File: src/hw/rtl/hfpl_pkg.sv
// Shared types and constants for the heading four-point linearizer.
// No dependencies; imported by every module of the block.
package hfpl_pkg;

  localparam int NUM_POINTS = 4;
  localparam int HEAD_W     = 16;
  localparam int SEG_W      = $clog2(NUM_POINTS);
  localparam int STAT_W     = 2;

  // Fixed-point widths of the datapath
  localparam int SPAN_W  = 17;   // span and segment length, up to 87380
  localparam int OFS_W   = 18;   // signed offset
  localparam int DIVD_W  = 30;   // |offset| * 9000
  localparam int DIVS_W  = 17;   // segment length
  localparam int QUO_W   = 10;   // raw / 100
  localparam int BASE_W  = 15;   // segment * 9000

  localparam logic [HEAD_W-1:0] FULL_SCALE = 16'd35999;
  localparam logic [13:0]       QUARTER    = 14'd9000;

  // floor(x/100) = (x * RECIP_100) >> 23 for any 16-bit x
  localparam logic [16:0] RECIP_100    = 17'd83887;
  localparam int          RECIP_100_SH = 23;
  // floor(y/3) = (y * RECIP_3) >> 19 for any 18-bit y
  localparam logic [17:0] RECIP_3      = 18'd174763;
  localparam int          RECIP_3_SH   = 19;

  typedef logic [HEAD_W-1:0] head_t;
  typedef logic [SEG_W-1:0]  seg_t;
  typedef logic [NUM_POINTS-1:0][HEAD_W-1:0] cal_vec_t;

  typedef enum logic [STAT_W-1:0] {
    STAT_OK       = 2'd0,
    STAT_ZERO_LEN = 2'd1,
    STAT_CLAMP    = 2'd2
  } status_t;

  // Per-request info that rides alongside the divider
  typedef struct packed {
    seg_t seg;
    logic neg;
    logic zero_len;
  } side_t;

endpackage

File: src/hw/rtl/hfpl_div.sv
// Pipelined restoring divider, one quotient bit per stage.
// Depends on hfpl_pkg.
module hfpl_div import hfpl_pkg::*; (
  input  logic              clk,
  input  logic              rst_n,
  input  logic              en,
  input  logic              in_valid,
  input  logic [DIVD_W-1:0] in_dividend,
  input  logic [DIVS_W-1:0] in_divisor,
  input  side_t             in_side,
  output logic              out_valid,
  output logic [DIVD_W-1:0] out_quotient,
  output side_t             out_side
);

  logic              v_r    [DIVD_W];
  logic [DIVD_W-1:0] dq_r   [DIVD_W];   // dividend bits shift out, quotient bits in
  logic [DIVS_W-1:0] rem_r  [DIVD_W];
  logic [DIVS_W-1:0] dvs_r  [DIVD_W];
  side_t             side_r [DIVD_W];

  for (genvar k = 0; k < DIVD_W; k++) begin : g_stage
    logic              v_i;
    logic [DIVD_W-1:0] dq_i;
    logic [DIVS_W-1:0] rem_i, dvs_i;
    side_t             side_i;
    logic [DIVS_W:0]   trial;
    logic              take;

    if (k == 0) begin : g_head
      assign v_i    = in_valid;
      assign dq_i   = in_dividend;
      assign rem_i  = '0;
      assign dvs_i  = in_divisor;
      assign side_i = in_side;
    end else begin : g_body
      assign v_i    = v_r[k-1];
      assign dq_i   = dq_r[k-1];
      assign rem_i  = rem_r[k-1];
      assign dvs_i  = dvs_r[k-1];
      assign side_i = side_r[k-1];
    end

    assign trial = {rem_i, dq_i[DIVD_W-1]};
    assign take  = (trial >= {1'b0, dvs_i});

    always_ff @(posedge clk) begin
      if (!rst_n) begin
        v_r[k] <= 1'b0;
      end else if (en) begin
        v_r[k] <= v_i;
      end
    end

    always_ff @(posedge clk) begin
      if (en) begin
        rem_r[k]  <= take ? DIVS_W'(trial - {1'b0, dvs_i}) : trial[DIVS_W-1:0];
        dq_r[k]   <= {dq_i[DIVD_W-2:0], take};
        dvs_r[k]  <= dvs_i;
        side_r[k] <= side_i;
      end
    end
  end

  assign out_valid    = v_r[DIVD_W-1];
  assign out_quotient = dq_r[DIVD_W-1];
  assign out_side     = side_r[DIVD_W-1];

`ifndef SYNTHESIS
  // remainder left at the end is always below a nonzero divisor
  a_rem_below_divisor: assert property (@(posedge clk) disable iff (!rst_n)
    (v_r[DIVD_W-1] && (dvs_r[DIVD_W-1] != '0)) |-> (rem_r[DIVD_W-1] < dvs_r[DIVD_W-1]))
    else $error("divider remainder not reduced");
`endif

endmodule

File: config.mk
export PLATFORM = sky130hd
export DESIGN_NAME = hfpl_div
export DESIGN_NICKNAME = d
export VERILOG_FILES = /design/src/hw/rtl/hfpl_pkg.sv /design/src/hw/rtl/hfpl_div.sv
export SDC_FILE = /design/constraint.sdc
export NUM_CORES = 2
export LEC_CHECK = 0
export BUFFER_PORTS_ARGS = -buffer_cell sky130_fd_sc_hd__buf_4
export CORE_MARGIN = 4
export CORE_UTILIZATION = 39
export DETAILED_ROUTE_END_ITERATION = 6
export SLEW_MARGIN = 0
export SYNTH_ARGS = -nofsm -noshare
export SYNTH_HDL_FRONTEND = slang
export SYNTH_SLANG_ARGS = --single-unit
File: constraint.sdc
create_clock -name clk -period 4.6 [get_ports clk]
set_input_delay 0.46 -clock clk [delete_from_list [all_inputs] [get_ports clk]]
set_output_delay 0.46 -clock clk [all_outputs]
set_load 0.1 [all_outputs]
* Word-level counts from Yosys, hierarchy flattened *
Memory sizes are Yosys's and may differ from the RTL's.
Index checks and enable logic that the tools add are counted.

operators by class
  multiplexer cells = 65
  add/sub/neg operators = 30
  eq/ne operators = 0
  reduce and logical (&&, ||, !) cells = 0
  bitwise logic cells = 30
  magnitude comparators = 30
  multipliers = 0
  shift-type cells = 0
  div/mod/pow operators = 0

operators by type and width
  operator                        count
  >= comparator 18 x 17 -> 1 bit  29
  two-way mux 17 bit              30
  subtractor 17 bit               29
  two-way mux 1 bit               35
  OR 1 bit                        30
  >= comparator 1 x 17 -> 1 bit   1
  subtractor 1 x 17 -> 17 bit     1

storage, ports and cells
  memories kept = 5
  output and inout port bits = 35
  latch bits = 0
  bits in read-only memories = 0
  bits in registers = 0
  memory bits (writable) = 2070
  bits of input ports = 55

memories
  memory  words  bits a word  read ports  clocked after memory_dff  wr ports  RTL line        RTL
  dq_r    30     30           30          0                         30        hfpl_div.sv:17  logic [DIVD_W-1:0] dq_r [DIVD_W];
  dvs_r   30     17           29          0                         30        hfpl_div.sv:19  logic [DIVS_W-1:0] dvs_r [DIVD_W];
  rem_r   30     17           29          0                         30        hfpl_div.sv:18  logic [DIVS_W-1:0] rem_r [DIVD_W];
  side_r  30     4            30          0                         30        hfpl_div.sv:20  side_t side_r [DIVD_W];
  v_r     30     1            30          0                         30        hfpl_div.sv:16  logic v_r [DIVD_W];

* Logic depth before layout (Yosys ltp) *
  word-level depth = 4
  mapped depth = 14
  gate-level depth less buffers = 13

* Least setup slack after synthesis *
OpenSTA, ideal clock, no wires.

  path type = flip-flop to flip-flop
  from = memory dq_r[18][29] (netlist: dq_r[1][89])
  to = memory rem_r[19][11] (netlist: rem_r[1][62]) (data pin)
  slack = 1.357 ns
  arrival = 2.984 ns
  period minus slack after synthesis = 3.243 ns
  buffers on the path = 2
  library setup time = 0.260 ns
  stages on the path, launching flop included = 15
  cells stage by stage = edfxtp_1 inv_1 ha_1 inv_1 fa_1 a211oi_1 o21ai_0 a221o_1 a21oi_2 a21oi_1 o21ai_2 or2_2 buf_4 buf_4 mux2_2

RTL lines
  item         RTL line
  from (decl)  hfpl_div.sv:17
  to (decl)    hfpl_div.sv:18

==> flow_summary.ini <==
[finish]
fillers = 20330
final_nets = 7163
drive_above_1_share_pct = 11.9
syn_to_final_growth_pct = 13.4

[floorplanning]
initial_core_util_pct = 39.3
die_x_um = 491
die_area_um2 = 241000
core_area_um2 = 231000
ioPinCount = 90
rows = 176
die_y_um = 491

[worst_setup_path]
cp_max_fo = 17
cp_data_required_time_ns = 5.20
critPathLaunchType = register
worstSetupEndpointType = register
path_class = reg -> reg
crit_arrival_ns = 4.41

[global_routing]
grt_pass1_vias = 49040
grt_first_pass_wirelength_um = 262000
use_met2_pct = 20.9
grt_usage_pct = 13.3
use_met1_pct = 18.6
grt.busiest_layer = met2
use_met3_pct = 2.36
grt_max_degree = 174
antenna_found_initial = 5
overflow = 0

[power]
p_leak_nw = 39.4
peakVddDrop_uv = 369
p_per_area_nw_per_um2 = 648

[synthesis]
ys_dominant_reg_cell = edfxtp_1
synthAdderAreaFrac_pct = 7.44
synth_simple_gate_area_share_pct = 5.46
synth_warnings = 0
synth_top_area_share_pct = 67.3
netlist_instances = 6282
synth_compound_area_share_pct = 9.07
ys_seq_area_share_pct = 67.3
ys_top_cells_by_area = edfxtp_1 67%, ha_1 6.8%, mux2_2 3.2%
synth.avg_cell_area_um2 = 14.5
syn_area_um2 = 90800
synth_nets = 6860
synthMostInstantiatedCell = edfxtp_1
synth_top_area_cell = edfxtp_1
synth_mux_area_share_pct = 3.87
postSynth.asyncResetShare_pct = 0
netlist_top_cells_count = 2035 x edfxtp_1, 644 x inv_1, 495 x ha_1, 385 x a21oi_1, 306 x nor2_1
synth_edf_count = 2035
synth_seq_cells = 2036
synthDistinctLibCells = 86
synth_xor_area_share_pct = 3.53
synth_top_family_by_area = compound AO/OA/AOI/OAI gates

[timing]
fmax_mhz = 262
rsz0062_at_grt = false
fin_crit_ns = 3.81
fin_setup_tns_ns = 0
finalSetupViolCount = 0
tightest_slew_ns = 1.16
skew_ns = 0.0346
min_period_over_period_pct = 82.9
worst_slack_ns = 0.787
final_max_slew_viol_count = 0
relSlewSlack_pct = 22.6
hold_viol = 0

[worst_hold_path]
min_path_type = in -> reg

[placed_design]
place_ws_ns = 0.781
gp_congestion = 0.884
dpl.hpwl_um = 111000
port_buffers = 89

[drt]
drt_iter0_drc = 3035
via_count = 48951
vias_per_cell = 5.00
post-route-drc-count = 0
totalWireLength_um = 162000
routedWlPerCell_um = 16.6
ant_nets = 0
dr.pass1.iters = 7

[run]
cap_violations = 0

[clock_tree]
clk_pin_slew_worst_paths_ns = 0.06
htreeDepth = 4
numCtsBuffers = 216
cts_buffer_depth = 3
cts_resized = 0
clock_latency_ns = 0.85
cts_tree = done
cts_root_buffer = clkbuf_16
numClockSinks = 2036

[status]
status = finished clean
cells by family after synthesis:
family	after synthesis
adder cells (fa/ha/maj)	523
AO/OA/AOI/OAI	1267
AND/OR/NAND/NOR	1030
buffers and inverters	750
multiplexers	310
flip-flops	2036
XOR/XNOR	366
cells in the final DEF (no fill, tap or decap), drive strengths merged, types with 20 or more instances in the layout:
cell type	count
a31oi	43
nand3	51
o21a	52
and3	50
and2	20
dlygate4sd3	53
nor2b	46
mux2	285
buf	136
nand2b	44
o211ai	23
xor2	135
clkbuf	253
o31ai	28
nand2	244
or2	22
inv	652
ha	495
o41ai	20
a211oi	49
clkinv	108
nand4	76
a21o	174
o21bai	76
a21oi	389
mux2i	25
o21ai	268
nor3	101
edfxtp	2035
xnor2	231
or3	28
o31a	24
bufinv	24
nor2	307
fa	28
worst max-delay path, stage by stage (launching register included):
cell and delay, ns:
edfxtp_1 0.36, inv_1 0.08, ha_1 0.17, inv_1 0.06
fa_1 0.40, a21oi_1 0.20, o21ai_1 0.13, a2111oi_2 0.46
o31ai_1 0.16, a21oi_2 0.21, a211oi_1 0.14, nor3_4 0.76
mux2_2 0.43
layout make-up:
class | count | area [um^2] | share of cell area [%]
flip-flops and latches | 2036 | 61100 | 59.4
multi-input cells | 3496 | 26700 | 25.9
clock buffers | 253 | 5590 | 5.43
well taps | 3026 | 3790 | 3.68
inverters | 646 | 2420 | 2.35
repair buffers | 189 | 1710 | 1.66
clock inverters | 151 | 1620 | 1.58
diodes | 2 | 5.00 | 0.00486
flip-flops by register name, summed over array words and instances, names as in the netlist:
| register | count |
|---|---|
| dvs_r | 493 |
| rem_r | 493 |
| dq_r | 900 |
| side_r | 120 |
| v_r | 30 |
layer usage:
metal / part of all wire, % / wire (um)
met3: 4.0 / 6570
met4: 2.8 / 4510
met1: 48 / 77500
met2: 45 / 73600
met5: 0 / 0
worst paths after layout:
kind | startpoint | to | slack, ns | cells past startpoint
setup / recovery | dq_r[0][389] | rem_r[0][227] | 0.79 | 12
hold / removal | en | dq_r[0][14] | 0.09 | 1
setup reg to reg | dq_r[0][389] | rem_r[0][227] | 0.79 | 12
hold reg to reg | dq_r[0][459] | dq_r[1][10] | 0.39 | 0
timing repair:
item,in CTS,in global routing
endpoints found under the setup margin,0,0
hold buffers,53,0
hold endpoints to repair,53,0
setup buffers,0,0
power breakdown:
group / leakage [nW] / switching, mW / total [mW] / internal [mW]
registers: 19.9 / 2.01 / 27.2 / 25.2
clock network: 3.48 / 7.28 / 17.4 / 10.1
logic: 16.0 / 11.8 / 22.1 / 10.3
stage by stage:
stage | power [mW] | utilization, % | hold WS [ns] | std cells | area (um^2)
finish | 66.7 | 44.6 | 0.0880 | 9799 | 103000
detailed placement | 49.4 | 41.3 | 0.405 | 9340 | 95200
global route | 71.1 | 44.6 | 0.0421 | 9799 | 103000
global placement | 49.0 | 41.3 | 0.400 | 9340 | 95200
CTS | 67.4 | 44.6 | 0.0429 | 9797 | 103000
floorplan | 44.2 | - | 0.400 | 6282 | 90800
Power figures use the tool's default switching activity.
