**config.mk**
```make
export PLATFORM = sky130hd
export DESIGN_NAME = hfpl_front
export DESIGN_NICKNAME = d
export VERILOG_FILES = /design/src/hw/rtl/hfpl_pkg.sv /design/src/hw/rtl/hfpl_front.sv
export SDC_FILE = /design/constraint.sdc
export NUM_CORES = 1
export LEC_CHECK = 0
export BUFFER_PORTS_ARGS = -buffer_cell sky130_fd_sc_hd__buf_2
export CORE_ASPECT_RATIO = 0.9
export CORE_UTILIZATION = 40
export CTS_BUF_LIST = sky130_fd_sc_hd__clkbuf_4
export CTS_CLUSTER_SIZE = 16
export DETAILED_ROUTE_END_ITERATION = 8
export PLACE_DENSITY_LB_ADDON = 0.15
export SYNTH_ARGS = -nofsm -noshare
export SYNTH_HDL_FRONTEND = slang
export SYNTH_SLANG_ARGS = --single-unit
```
**constraint.sdc**
```tcl
create_clock -name clk -period 23.9 [get_ports clk]
set_input_delay 3.585 -clock clk [delete_from_list [all_inputs] [get_ports clk]]
set_output_delay 3.585 -clock clk [all_outputs]
set_load 0.05 [all_outputs]
```
**src/hw/rtl/hfpl_pkg.sv**
```systemverilog
// Shared types and constants for the heading four-point linearizer.
// No dependencies; imported by every module of the block.
package hfpl_pkg;

  localparam int NUM_POINTS = 4;
  localparam int HEAD_W     = 16;
  localparam int SEG_W      = $clog2(NUM_POINTS);
  localparam int STAT_W     = 2;

  // Fixed-point widths of the datapath
  localparam int SPAN_W  = 17;   // span and segment length, up to 87380
  localparam int OFS_W   = 18;   // signed offset
  localparam int DIVD_W  = 30;   // |offset| * 9000
  localparam int DIVS_W  = 17;   // segment length
  localparam int QUO_W   = 10;   // raw / 100
  localparam int BASE_W  = 15;   // segment * 9000

  localparam logic [HEAD_W-1:0] FULL_SCALE = 16'd35999;
  localparam logic [13:0]       QUARTER    = 14'd9000;

  // floor(x/100) = (x * RECIP_100) >> 23 for any 16-bit x
  localparam logic [16:0] RECIP_100    = 17'd83887;
  localparam int          RECIP_100_SH = 23;
  // floor(y/3) = (y * RECIP_3) >> 19 for any 18-bit y
  localparam logic [17:0] RECIP_3      = 18'd174763;
  localparam int          RECIP_3_SH   = 19;

  typedef logic [HEAD_W-1:0] head_t;
  typedef logic [SEG_W-1:0]  seg_t;
  typedef logic [NUM_POINTS-1:0][HEAD_W-1:0] cal_vec_t;

  typedef enum logic [STAT_W-1:0] {
    STAT_OK       = 2'd0,
    STAT_ZERO_LEN = 2'd1,
    STAT_CLAMP    = 2'd2
  } status_t;

  // Per-request info that rides alongside the divider
  typedef struct packed {
    seg_t seg;
    logic neg;
    logic zero_len;
  } side_t;

endpackage

```
**src/hw/rtl/hfpl_front.sv**
```systemverilog
// Front pipeline: whole-degree truncation, min/max and span, segment search,
// offset/length and the dividend product. Depends on hfpl_pkg.
module hfpl_front import hfpl_pkg::*; (
  input  logic              clk,
  input  logic              rst_n,
  input  logic              en,
  input  logic              in_valid,
  input  head_t             raw_heading,
  input  cal_vec_t          cal,
  output logic              dv_valid,
  output logic [DIVD_W-1:0] dv_dividend,
  output logic [DIVS_W-1:0] dv_divisor,
  output side_t             dv_side
);

  // ---- stage 1: reciprocal product, min/max index
  logic [32:0] prod1;
  seg_t        lo01, lo23, hi01, hi23, lo1, hi1;

  logic        s1_v_r;
  head_t       s1_raw_r;
  logic [32:0] s1_prod_r;
  seg_t        s1_lo_r, s1_hi_r;

  assign prod1 = {17'b0, raw_heading} * {16'b0, RECIP_100};

  // ties go to the lower register number
  assign lo01 = (cal[1] < cal[0]) ? 2'd1 : 2'd0;
  assign lo23 = (cal[3] < cal[2]) ? 2'd3 : 2'd2;
  assign lo1  = (cal[lo23] < cal[lo01]) ? lo23 : lo01;
  assign hi01 = (cal[1] > cal[0]) ? 2'd1 : 2'd0;
  assign hi23 = (cal[3] > cal[2]) ? 2'd3 : 2'd2;
  assign hi1  = (cal[hi23] > cal[hi01]) ? hi23 : hi01;

  always_ff @(posedge clk) begin
    if (!rst_n) begin
      s1_v_r <= 1'b0;
    end else if (en) begin
      s1_v_r <= in_valid;
    end
  end

  always_ff @(posedge clk) begin
    if (en) begin
      s1_raw_r  <= raw_heading;
      s1_prod_r <= prod1;
      s1_lo_r   <= lo1;
      s1_hi_r   <= hi1;
    end
  end

  // ---- stage 2: whole degrees, span product
  logic [QUO_W-1:0] quot2;
  head_t            whole2;
  logic [17:0]      diff4;
  logic [35:0]      sprod2;

  logic        s2_v_r;
  head_t       s2_raw_r, s2_whole_r;
  logic [35:0] s2_sprod_r;
  seg_t        s2_lo_r, s2_hi_r;

  assign quot2  = s1_prod_r[RECIP_100_SH +: QUO_W];
  assign whole2 = HEAD_W'({6'b0, quot2} * 16'd100);
  assign diff4  = {cal[s1_hi_r] - cal[s1_lo_r], 2'b00};
  assign sprod2 = {18'b0, diff4} * {18'b0, RECIP_3};

  always_ff @(posedge clk) begin
    if (!rst_n) begin
      s2_v_r <= 1'b0;
    end else if (en) begin
      s2_v_r <= s1_v_r;
    end
  end

  always_ff @(posedge clk) begin
    if (en) begin
      s2_raw_r   <= s1_raw_r;
      s2_whole_r <= whole2;
      s2_sprod_r <= sprod2;
      s2_lo_r    <= s1_lo_r;
      s2_hi_r    <= s1_hi_r;
    end
  end

  // ---- stage 3: segment search from the smallest point
  seg_t seg3;

  logic              s3_v_r;
  head_t             s3_whole_r;
  seg_t              s3_seg_r;
  logic [SPAN_W-1:0] s3_span_r;

  always_comb begin
    seg_t pos;
    seg_t nxt;
    logic found;
    seg3  = s2_hi_r;   // wrap segment when nothing matches
    found = 1'b0;
    for (int i = 0; i < NUM_POINTS - 1; i++) begin
      pos = s2_lo_r + SEG_W'(i);
      nxt = pos + 1'b1;
      if (!found && (s2_whole_r >= cal[pos]) && (s2_raw_r < cal[nxt])) begin
        seg3  = pos;
        found = 1'b1;
      end
    end
  end

  always_ff @(posedge clk) begin
    if (!rst_n) begin
      s3_v_r <= 1'b0;
    end else if (en) begin
      s3_v_r <= s2_v_r;
    end
  end

  always_ff @(posedge clk) begin
    if (en) begin
      s3_whole_r <= s2_whole_r;
      s3_seg_r   <= seg3;
      s3_span_r  <= s2_sprod_r[RECIP_3_SH +: SPAN_W];
    end
  end

  // ---- stage 4: offset and length, span added when negative
  seg_t                    nxt4;
  logic signed [OFS_W-1:0] ofs_raw4, len_raw4, ofs4, len4;

  logic                    s4_v_r;
  logic signed [OFS_W-1:0] s4_ofs_r;
  logic [DIVS_W-1:0]       s4_len_r;
  seg_t                    s4_seg_r;

  assign nxt4     = s3_seg_r + 1'b1;
  assign ofs_raw4 = {2'b0, s3_whole_r} - {2'b0, cal[s3_seg_r]};
  assign len_raw4 = {2'b0, cal[nxt4]} - {2'b0, cal[s3_seg_r]};
  assign ofs4     = ofs_raw4[OFS_W-1] ? ofs_raw4 + {1'b0, s3_span_r} : ofs_raw4;
  assign len4     = len_raw4[OFS_W-1] ? len_raw4 + {1'b0, s3_span_r} : len_raw4;

  always_ff @(posedge clk) begin
    if (!rst_n) begin
      s4_v_r <= 1'b0;
    end else if (en) begin
      s4_v_r <= s3_v_r;
    end
  end

  always_ff @(posedge clk) begin
    if (en) begin
      s4_ofs_r <= ofs4;
      s4_len_r <= len4[DIVS_W-1:0];   // never negative after the span fix
      s4_seg_r <= s3_seg_r;
    end
  end

  // ---- stage 5: |offset| * 9000
  logic [OFS_W-1:0] mag5;
  logic [31:0]      dprod5;

  logic              s5_v_r;
  logic [DIVD_W-1:0] s5_divd_r;
  logic [DIVS_W-1:0] s5_divs_r;
  side_t             s5_side_r;

  assign mag5   = s4_ofs_r[OFS_W-1] ? OFS_W'(-s4_ofs_r) : OFS_W'(s4_ofs_r);
  assign dprod5 = {14'b0, mag5} * {18'b0, QUARTER};

  always_ff @(posedge clk) begin
    if (!rst_n) begin
      s5_v_r <= 1'b0;
    end else if (en) begin
      s5_v_r <= s4_v_r;
    end
  end

  always_ff @(posedge clk) begin
    if (en) begin
      s5_divd_r          <= dprod5[DIVD_W-1:0];
      s5_divs_r          <= s4_len_r;
      s5_side_r.seg      <= s4_seg_r;
      s5_side_r.neg      <= s4_ofs_r[OFS_W-1];
      s5_side_r.zero_len <= (s4_len_r == '0);
    end
  end

  assign dv_valid    = s5_v_r;
  assign dv_dividend = s5_divd_r;
  assign dv_divisor  = s5_divs_r;
  assign dv_side     = s5_side_r;

endmodule

```
Word-level counts from Yosys, hierarchy flattened. Index checks and enable logic that the tools add are counted.

Register bits: 244. Output and inout bits: 52. Logic and storage cells: 114.

$add $sub $neg: 11. Multipliers: 4. Order comparisons: 25. Multiplexer cells: 40. Reductions and logical operators: 8.

Operator list (count): 16-bit binary-select mux with 2-bit select (13); 16-bit two-way mux (13); 16-bit < comparator (6); 16-bit greater-or-equal comparator (3); 16-bit > comparator (3); 16-bit by 18-bit multiplier with 34-bit output (second input constant) (1); 17-bit two-way mux (2); 16-bit by 16-bit subtractor with 17-bit output (2); 2-bit by 3-bit < comparator with 1-bit output (second input constant) (11); 16-bit by 17-bit multiplier with 33-bit output (second input constant) (1); 18-bit by 11-bit multiplier with 27-bit output (second input constant) (1); 18-bit by 17-bit adder with 18-bit output (1); 18-bit two-way mux (1); 18-bit negator (1); 17-bit adder (1); 17-bit zero test (1); 16-bit subtractor (1); 10-bit by 5-bit multiplier with 14-bit output (second input constant) (1); 2-bit two-way mux (5); 2-bit by 1-bit adder with 2-bit output (second input constant) (4); 1-bit by 3-bit < comparator with 1-bit output (second input constant) (2); 1-bit two-way mux (6); 1-bit logical AND (5); 2-bit adder (second input constant) (1); 1-bit zero test (2).

Longest topological paths before layout.
Depth in word-level cells: 14. Depth in mapped cells: 36.

Worst setup path before layout. Ideal clock, no wire load.

Path kind: input -> register. Start point: input cal[48] (netlist bit). End point: register s2_sprod_r[35] (data pin). Setup time: 0.268 ns. Arrival: 11.415 ns. Data required time: 23.632 ns. Setup slack: 12.217 ns. Cell stages on the path: 33. Cell sequence: clkbuf_1 mux4_2 inv_1 ha_1 inv_1 fa_1 a21o_1 a21oi_1 o21bai_1 a21o_1 a21oi_1 o211ai_1 a31o_2 a21o_1 xor2_1 ha_1 inv_1 fa_1 fa_1 fa_1 inv_1 fa_1 fa_1 ha_1 a21o_1 a21o_1 a21oi_1 nor3b_1 a211oi_1 a2111oi_4 nand2_1 a2111oi_1 xnor3_1.

Longest elaborated chain between the ends: 4. Elaborated cells on any way between the ends: 6.

RTL lines: start, declared (RTL line hfpl_front.sv:9) `input cal_vec_t cal,`; 16-bit binary-select mux with 2-bit select (RTL line hfpl_front.sv:65) `assign diff4 = {cal[s1_hi_r] - cal[s1_lo_r], 2'b00};`; 16-bit two-way mux (not written as such) (RTL line hfpl_front.sv:65); 16-bit subtractor * (RTL line hfpl_front.sv:65); 16-bit by 18-bit multiplier with 34-bit output * (RTL line hfpl_front.sv:66) `assign sprod2 = {18'b0, diff4} * {18'b0, RECIP_3};`; net sprod2[35] (RTL line hfpl_front.sv:56) `logic [35:0] sprod2;`; end signal, assigned (RTL line hfpl_front.sv:80) `s2_sprod_r <= sprod2;`; end, declared (RTL line hfpl_front.sv:60) `logic [35:0] s2_sprod_r;`.

Mark *: on every way through the listed nets, which the timed path passes. The rest lies on a longest branch. The select of a mux whose other input is x is not followed. A chain may end at the register's enable or synchronous reset.

Worst setup path in the final report.
Start point: input cal[50] (netlist bit). End point: register s2_sprod_r[35] (data pin).

The elaborated chain is that of the path after synthesis.

==> flow_metrics.tcl <==
set metrics [dict create \
    worst_slew_pin_slew_ns 1.202 \
    cts_buffers 57 \
    cts_buffer_depth 3 \
    dieArea_mm2 0.07655 \
    ys_types 78 \
    gp_congestion 0.9248 \
    rsz0062_at_grt "false" \
    status "complete, no violations" \
    worstPathMaxFanout 9 \
    hp-class "reg2reg" \
    hold_viol_final 0 \
    cts.htree.levels 2 \
    cts_tree "yes" \
    clock_sinks 204 \
    design_area_mm2 0.03276 \
    dr.pass1.iters 5 \
    synthCells 2907 \
    hpwl_um 67010 \
    start_kind "primary input" \
    setup_violations 0 \
    drc_errors 0 \
    io_pins 136 \
    io_buffers 132 \
    finalCritPeriodShare_pct 50.59 \
    start_util_pct 40.43 \
    async_flop_share_pct 0 \
    slowest_delay_ns 0.83 \
    clk_pin_slew_worst_paths_ns 0.07 \
    netlist_top_cells_area "ha_1, edfxtp_1, fa_1" \
    final_common_cell "ha_1" \
    first_global_vias 22680 \
    drv_slew 0 \
    row_count 95 \
    hold_buffers 0 \
    crit_path_end_kind "flip-flop" \
    cap_viol_max_count 0 \
    clk_latency_ns 0.82 \
    critPathArrivalTime_ns 12.63 \
    timing.hold.ws_ns 0.3954 \
    relSlewSlack_pct 19.89 \
    drt-wirelength-per-cell_um 19.73 \
    grt_pass1_wl_um 127700 \
    grtUsageTotal_pct 21.35 \
    via_per_inst 5.339 \
    synth_top_cell_area_share_pct 25.58 \
    drive_gt1_share_pct 11.61 \
    required_ns 24.44 \
    syn_area_per_cell_um2 10.38 \
    ys_seq_area_share_pct 20.13 \
    final_cell_mix "ha_1, inv_1, fa_1, edfxtp_1, a21oi_1" \
    finalSetupTns_ns 0 \
    nets 3967 \
    grt_max_degree 89 \
    grt_overflow 0 \
    cts-root-buf "clkbuf_4" \
    post_dp_cell_area_mm2 0.03190 \
    mappedNetlistArea_mm2 0.03018 \
    die_h_um 262.6 \
    core_area_mm2 0.07465 \
    fmax_mhz 82.70 \
    fin_crit_ns 12.09 \
    wl_um 80390 \
    synth_edf_count 199 \
    antenna_found_initial 34 \
    dieWidth_um 291.5 \
    critical_path_class "in2reg" \
    ys_warn_count 0 \
    synth_top_cell_by_area "ha_1" \
    areaGrowthSynthToFinish_pct 8.541 \
    postCtsSetupBuffers 0 \
    clock_skew_ns 0.08221 \
    critPathSlowestCell "o41ai_1" \
    synth_seq_cells 204 \
    ys.flop_type "edfxtp_1" \
    worst_path_most_repeated_cell "inv_1" \
    vias 21760 \
    drt-initial-drc-count 1140 \
    setup_ws_ns 11.81 \
    cts_resized 0 \
    antenna_left 0 \
    pre_cts_slack_ns 11.14 \
]
==> routing by layer <==
| metal | GRT usage [%] | up-vias | share of wire [%] |
|---|---|---|---|
| met5 | 0 | - | 0.26 |
| met4 | 5.306 | 34 | 2.2 |
| met3 | 5.912 | 134 | 7.1 |
| met2 | 33.74 | 444 | 45 |
| met1 | 28.76 | 10520 | 46 |
| li1 | - | 10630 | - |
==> final timing paths <==
check / start / end / cells after the start / slack, ns
max: cal[50] / s2_sprod_r[35] / 31 / 11.81
min: s1_raw_r[15] / s2_raw_r[15] / 0 / 0.40
max reg2reg: s1_hi_r[1] / s2_sprod_r[35] / 31 / 13.76
min reg2reg: s1_raw_r[15] / s2_raw_r[15] / 0 / 0.40
==> cells in the mapped netlist, types with 14 or more instances <==
master,count
buf_1,20
o21bai_1,19
nand2b_1,14
o21ai_0,115
a21oi_1,140
inv_1,522
a211oi_1,18
nand4_1,28
nor2_1,99
o21a_1,37
mux4_2,74
edfxtp_1,199
mux2i_1,73
ha_1,617
nand2_1,110
a21o_1,80
mux2_2,35
nand3_1,26
fa_1,218
xnor2_1,96
o211a_1,27
nor2b_1,29
nor3_1,39
xor2_1,41
o211ai_1,16
clkbuf_1,33
==> per-stage QoR <==
step	utilization [%]	instances
6_report	43.88	4075
5_1_grt	43.87	4071
4_1_cts	43.83	4061
3_5_place_dp	42.74	3959
3_3_place_gp	42.74	3959
2_1_floorplan	-	2909
==> registers in the layout, indices dropped and copies added, names as in the netlist, 4 cells and up <==
| signal | flops |
|---|---|
| dv_dividend | 27 |
| s4_ofs_r | 18 |
| dv_divisor | 17 |
| s2_sprod_r | 17 |
| s3_span_r | 17 |
| s4_len_r | 17 |
| s1_raw_r | 16 |
| s2_raw_r | 16 |
| s2_whole_r | 14 |
| s3_whole_r | 14 |
| s1_prod_r | 10 |
| dv_side | 4 |
==> kinds of logic after synthesis <==
kind of cell / after synthesis / share of synthesized area (%)
other: 1 / 0.01243
buffers and inverters: 589 / 7.426
and+or+nand+nor: 403 / 6.505
muxes: 195 / 9.735
xor gates and xnor gates: 138 / 4.051
adders and majority gates: 835 / 40.04
DFF: 204 / 20.13
AOI/OAI and AO/OA: 542 / 12.09
==> critical path: cells and delay by family <==
kind | cells | cell delay [ns]
xor gates and xnor gates | 2 | 0.59
and+or+nand+nor | 5 | 0.93
buffers and inverters | 6 | 0.67
adders and majority gates | 8 | 3.36
AOI/OAI and AO/OA | 9 | 3.01
muxes | 1 | 0.48
==> final cells by class <==
cell class                 count  area, um^2
clock buffer                  74       555.5
sequential                   204        6076
inverter                     523        1963
timing repair buffer         146       774.5
clock inverter                28       261.5
tap                          970        1214
multi-input combinational   2116       21880
antenna                       14       35.03
fill                        7199       41890
Power is not shown: default switching activity piles up to over one toggle a cycle in this logic, so the estimate is an artifact.
